## config.mk

```make
export PLATFORM = sky130hd
export DESIGN_NAME = isb_cell
export DESIGN_NICKNAME = d
export VERILOG_FILES = /design/src/rtl/isb_pkg.sv /design/src/rtl/isb_cell.sv
export SDC_FILE = /design/constraint.sdc
export NUM_CORES = 1
export LEC_CHECK = 0
export BUFFER_PORTS_ARGS = -buffer_cell sky130_fd_sc_hd__buf_2
export CAP_MARGIN = 20
export CORE_ASPECT_RATIO = 0.8
export CORE_UTILIZATION = 30
export CTS_CLUSTER_SIZE = 30
export DETAILED_ROUTE_END_ITERATION = 10
export PLACE_DENSITY_LB_ADDON = 0.12
export SLEW_MARGIN = 20
export SYNTH_ARGS = -nofsm -noshare
export SYNTH_HDL_FRONTEND = slang
export SYNTH_SLANG_ARGS = --single-unit
```

## constraint.sdc

```tcl
create_clock -name clock -period 4.85 [get_ports clock]
set_clock_uncertainty 0.2 [all_clocks]
set_input_delay 0.7275 -clock clock [delete_from_list [all_inputs] [get_ports clock]]
set_output_delay 0.7275 -clock clock [all_outputs]
set_load 0.02 [all_outputs]
```

## src/rtl/isb_pkg.sv

```systemverilog
// ----------------------------------------------------------------------------
// isb_pkg: shared types and constants for the interrupt slot balancer
// Bucket count, counter width, operation codes, the scan token and the
// control / status bundles between the top level and the bucket cells.
// ----------------------------------------------------------------------------
package isb_pkg;

   localparam int NUM_BUCKETS = 64;
   localparam int COUNT_WIDTH = 16;
   localparam int IDX_W       = $clog2(NUM_BUCKETS);

   localparam int OP_W       = 1;
   localparam int INTERVAL_W = 8;
   localparam int REL_W      = 6;
   localparam int BUCKET_W   = 6;
   localparam int LOAD_W     = 16;

   localparam logic [OP_W-1:0] OP_OPEN  = 1'b0;
   localparam logic [OP_W-1:0] OP_CLOSE = 1'b1;

   typedef logic [IDX_W-1:0]       idx_type;
   typedef logic [COUNT_WIDTH-1:0] count_type;

   localparam count_type COUNT_MAX = '1;

   // half the bucket count, the cap on the polling interval
   localparam logic [INTERVAL_W:0] HALF_BUCKETS = (INTERVAL_W+1)'(NUM_BUCKETS / 2);

   // scan token handed from cell to cell: running minimum and its bucket
   typedef struct packed {
      logic      v;
      count_type val;
      idx_type   idx;
   } tok_type;

   // broadcast from the controller to every cell
   typedef struct packed {
      logic            inject;
      logic            scan;
      logic            update;
      logic            collect;
      logic [OP_W-1:0] op;
      idx_type         base;
      idx_type         last;
      idx_type         target;
   } ctrl_type;

   // per-cell status back to the controller
   typedef struct packed {
      logic      done;
      idx_type   best_idx;
      logic      hit;
      count_type count;
      logic      clamp;
   } cell_stat_type;

   // largest power of two not above min(interval, NUM_BUCKETS/2); 0 for 0
   function automatic idx_type span_base(input logic [INTERVAL_W-1:0] interval);
      logic [INTERVAL_W:0] lim;
      idx_type             b;
      lim = ({1'b0, interval} > HALF_BUCKETS) ? HALF_BUCKETS : {1'b0, interval};
      b   = '0;
      for (int k = 0; k <= INTERVAL_W; k++) begin
         if (lim[k]) begin
            b = IDX_W'((INTERVAL_W+1)'(1) << k);
         end
      end
      return b;
   endfunction

endpackage

```

## src/rtl/isb_cell.sv

```systemverilog
// ----------------------------------------------------------------------------
// isb_cell: one bucket of the balancer
// Holds one use count, takes the scan token from its left neighbor, folds in
// its own count, and applies the increment or decrement when it is targeted.
// ----------------------------------------------------------------------------
module isb_cell import isb_pkg::*; (
   input  logic          clock,
   input  logic          reset,
   input  idx_type       my_idx,
   input  ctrl_type      ctrl,
   input  tok_type       prev_tok,
   output tok_type       tok,
   output cell_stat_type stat
);

   count_type count_ff, count_in;
   tok_type   tok_ff, tok_in;
   logic      hit_ff, hit_in;
   logic      clamp_ff, clamp_in;
   logic      inj, take, match;

   always_comb begin
      inj   = ctrl.inject && (my_idx == ctrl.base);
      // token moves on only while its sender is still short of the last bucket
      take  = ctrl.scan && prev_tok.v && (my_idx <= ctrl.last);
      match = ctrl.update && (my_idx == ctrl.target);

      tok_in = '0;
      if (inj) begin
         tok_in = '{v: 1'b1, val: count_ff, idx: my_idx};
      end else if (take) begin
         if (count_ff < prev_tok.val) begin
            tok_in = '{v: 1'b1, val: count_ff, idx: my_idx};
         end else begin
            tok_in = prev_tok;
         end
      end

      count_in = count_ff;
      clamp_in = clamp_ff;
      hit_in   = ctrl.collect && hit_ff;
      if (match) begin
         hit_in = 1'b1;
         if (ctrl.op == OP_OPEN) begin
            if (count_ff == COUNT_MAX) begin
               clamp_in = 1'b1;
            end else begin
               clamp_in = 1'b0;
               count_in = count_ff + count_type'(1);
            end
         end else begin
            if (count_ff == '0) begin
               clamp_in = 1'b1;
            end else begin
               clamp_in = 1'b0;
               count_in = count_ff - count_type'(1);
            end
         end
      end
   end

   always_ff @(posedge clock) begin
      if (reset) begin
         count_ff <= '0;
         tok_ff   <= '0;
         hit_ff   <= 1'b0;
      end else begin
         count_ff <= count_in;
         tok_ff   <= tok_in;
         hit_ff   <= hit_in;
      end
      clamp_ff <= clamp_in;
   end

   assign tok           = tok_ff;
   assign stat.done     = tok_ff.v && (my_idx == ctrl.last);
   assign stat.best_idx = tok_ff.idx;
   assign stat.hit      = hit_ff;
   assign stat.count    = count_ff;
   assign stat.clamp    = clamp_ff;

endmodule
```

==> flow_summary.toml <==
[yosys]
ys.flop_type = "dfxtp_1"
syn_area_per_cell_um2 = 8.06
async_flop_share = 0
ys_ff_latch = 41
yosys.area.top_type = "dfxtp_1"
syn-cell-area_um2 = 3100
ys_seq_area_frac = 0.268
ys_types = 48
synth_top_area_share = 0.258
yosys-top-cells-area = "dfxtp_1, ha_1, mux2i_1"
synth-edff-count = 1
synthCells = 385
yosys_warnings = 0
synth_nets = 475

[final_layout]
n_antenna_cell = 0
regArea_um2 = 831
area_growth_pct = 22.4
final_util = 0.385
fillCellCount = 1074
fin_area_um2 = 3800
nNetsFinal = 562
drive_gt1_frac = 0.246
multiInputGateArea_um2 = 2020

[critical_path]
worstPathCellList = "buf_2, inv_1, fa_1, nand2b_1, a211oi_1, o21ai_0, a21boi_0, nor3_1, o41ai_1"
cp_slowest_stage_delay_ps = 460
crit_path_start_kind = "input pin"
arrival_ps = 3000
cp_slowest_cell = "fa_1"
required_ps = 4830
path_buf_inv = 2
end_kind = "register"
critical_path_class = "input pin to register"
crit_fanout = 18
crit_family = "compound AO/OA/AOI/OAI gates"

[clock_tree]
cts_buffer_depth = 2
htreeDepth = 2
post_cts_resize_count = 0
clock_sinks = 41
cts_hold_buf = 0
cts_root_buf = "clkbuf_16"
tritoncts = "yes"
insertion_delay_ps = 290
cts_setup_buffers = 0
cts_buffers = 5
clk_pin_slew_ps = 60

[global_routing]
grtUsageTotal = 0.169
grt_max_degree = 29
grt_pass1_wl_um = 13900
antenna_found_initial = 0
overflow = 0
grt_pass1_vias = 2701

[sta]
worst_pin_slew_ps = 708
setup_viol = 0
fmax_mhz = 331
hold_violations = 0
fin_crit_sh = 0.622
rsz0062_at_grt = "false"
drv_slew = 0
layout_min_cycle_time_ps = 3020
finalSetupTns_ps = 0
slew_headroom = 0.528
setup_slack_ps = 1830
holdWs_ps = 278

[floorplanning]
dieArea_um2 = 10800
core_um2 = 9850
io_pins = 102
initial_core_util = 0.315
row_count = 32
die_h_um = 92.9
die_w_um = 116

[hold_path]
hold_class = "register to register"

[place]
placed_area_um2 = 3660
io_buffer_count = 101
dpl.hpwl_um = 6700
place.gp.congestion = 0.801
pre_cts_ws_ps = 1530

[detailed_routing]
vias = 2880
ant_nets = 0
routed_wl_um = 8640
viasPerCell = 4.74
dr.pass1.iters = 4
wl_per_cell_um = 14.2
drc_errors = 0
drt-initial-drc-count = 119

[power_and_ir_drop]
p_switching_uw = 202
swShare = 0.260
p_seq_frac = 0.440
power_leakage_uw = 0.00182
p_per_area_nw_per_um2 = 205
intPower_uw = 576
clkPwrFrac = 0.412
combPwrFrac = 0.147
max-vdd-ir-drop_mv = 0.0982

[flow_run]
max_cap_violations = 0

[run_status]
status = "finished clean"
[cells by family (layout without fill, tap and decap cells)]
family          Yosys count  in the layout  synth area share
buf+inv                  54            141            0.0831
flops                    41             41             0.268
mux                      26             26            0.0843
fa+ha+maj                36             36             0.148
simple gates            135            135             0.205
compound gates           74             74             0.158
xor+xnor                 19             19            0.0537
[cell type report]
class                           instances  area share
Multi-Input combinational cell        290       0.533
Sequential cell                        41       0.219
Timing Repair Buffer                  103       0.137
Tap cell                              136      0.0448
Clock buffer                            6      0.0339
Inverter                               31      0.0307
Clock inverter                          1     0.00132
[placed cells by master, fill, tap and decap left out, drive strengths merged, types with 5 or more instances in the layout]
master	netlist	final
a21o	8	8
dfxtp	40	40
clkbuf	8	6
nand3	11	11
inv	31	31
o211ai	5	5
xor2	9	9
ha	35	35
o21ai	10	10
nor2b	6	6
nand4	10	10
nor2	20	20
nand2	63	63
a21oi	26	26
nor3	7	7
mux2i	25	25
xnor2	10	10
a211oi	7	7
buf	15	103
[power by group through the flow]
stage / Clock, uW / Sequential (uW) / Combinational (uW)
after CTS: 336 / 343 / 115
after global routing: 352 / 343 / 129
after global placement: 0 / 350 / 114
final: 321 / 343 / 114
after detailed placement: 0 / 350 / 114
after floorplan: 0 / 353 / 66.3
[path summary, 6_finish.rpt]
kind,from,endpoint,slack (ps),cells after the start
min reg2reg,hit_ff,hit_ff,280,2
max reg2reg,count_ff[14],count_ff[9],1900,6
min,hit_ff,hit_ff,280,2
max,ctrl[18],count_ff[12],1830,9
[sequential cells by signal, indices dropped and copies added, names as in the netlist]
register / cells
hit_ff: 1
tok: 17
count_ff: 16
stat: 6
clamp_ff: 1
[routing by layer]
| layer | vias to the layer above | part of all wire | global-route usage |
|---|---|---|---|
| met5 | - | 0 | 0 |
| met2 | 66 | 0.42 | 0.256 |
| met4 | 0 | 0.014 | 0.0524 |
| met1 | 1277 | 0.52 | 0.233 |
| met3 | 10 | 0.054 | 0.0393 |
| li1 | 1527 | - | - |
[metrics by stage]
stage	total power (uW)	instances
6_report	778	608
5_1_grt	824	608
4_1_cts	793	608
3_5_place_dp	464	601
3_3_place_gp	464	601
2_1_floorplan	419	385
[tightest hold or removal path, stage by stage (launching register included)]
cell and delay, ps:
dfxtp_1 310, nand2_1 60, a21oi_1 60
[cell usage after synthesis (5+ instances only)]
library cell	instances
a211oi_1	7
a21o_1	8
a21oi_1	26
buf_4	10
clkbuf_1	8
dfxtp_1	40
ha_1	35
inv_1	31
mux2i_1	25
nand2_1	63
nand3_1	11
nand4_1	10
nor2_1	19
nor2b_1	6
nor3_1	7
o211ai_1	5
o21ai_0	10
xnor2_1	10
xor2_1	9
Note: power is estimated with default switching activity, not from simulation.
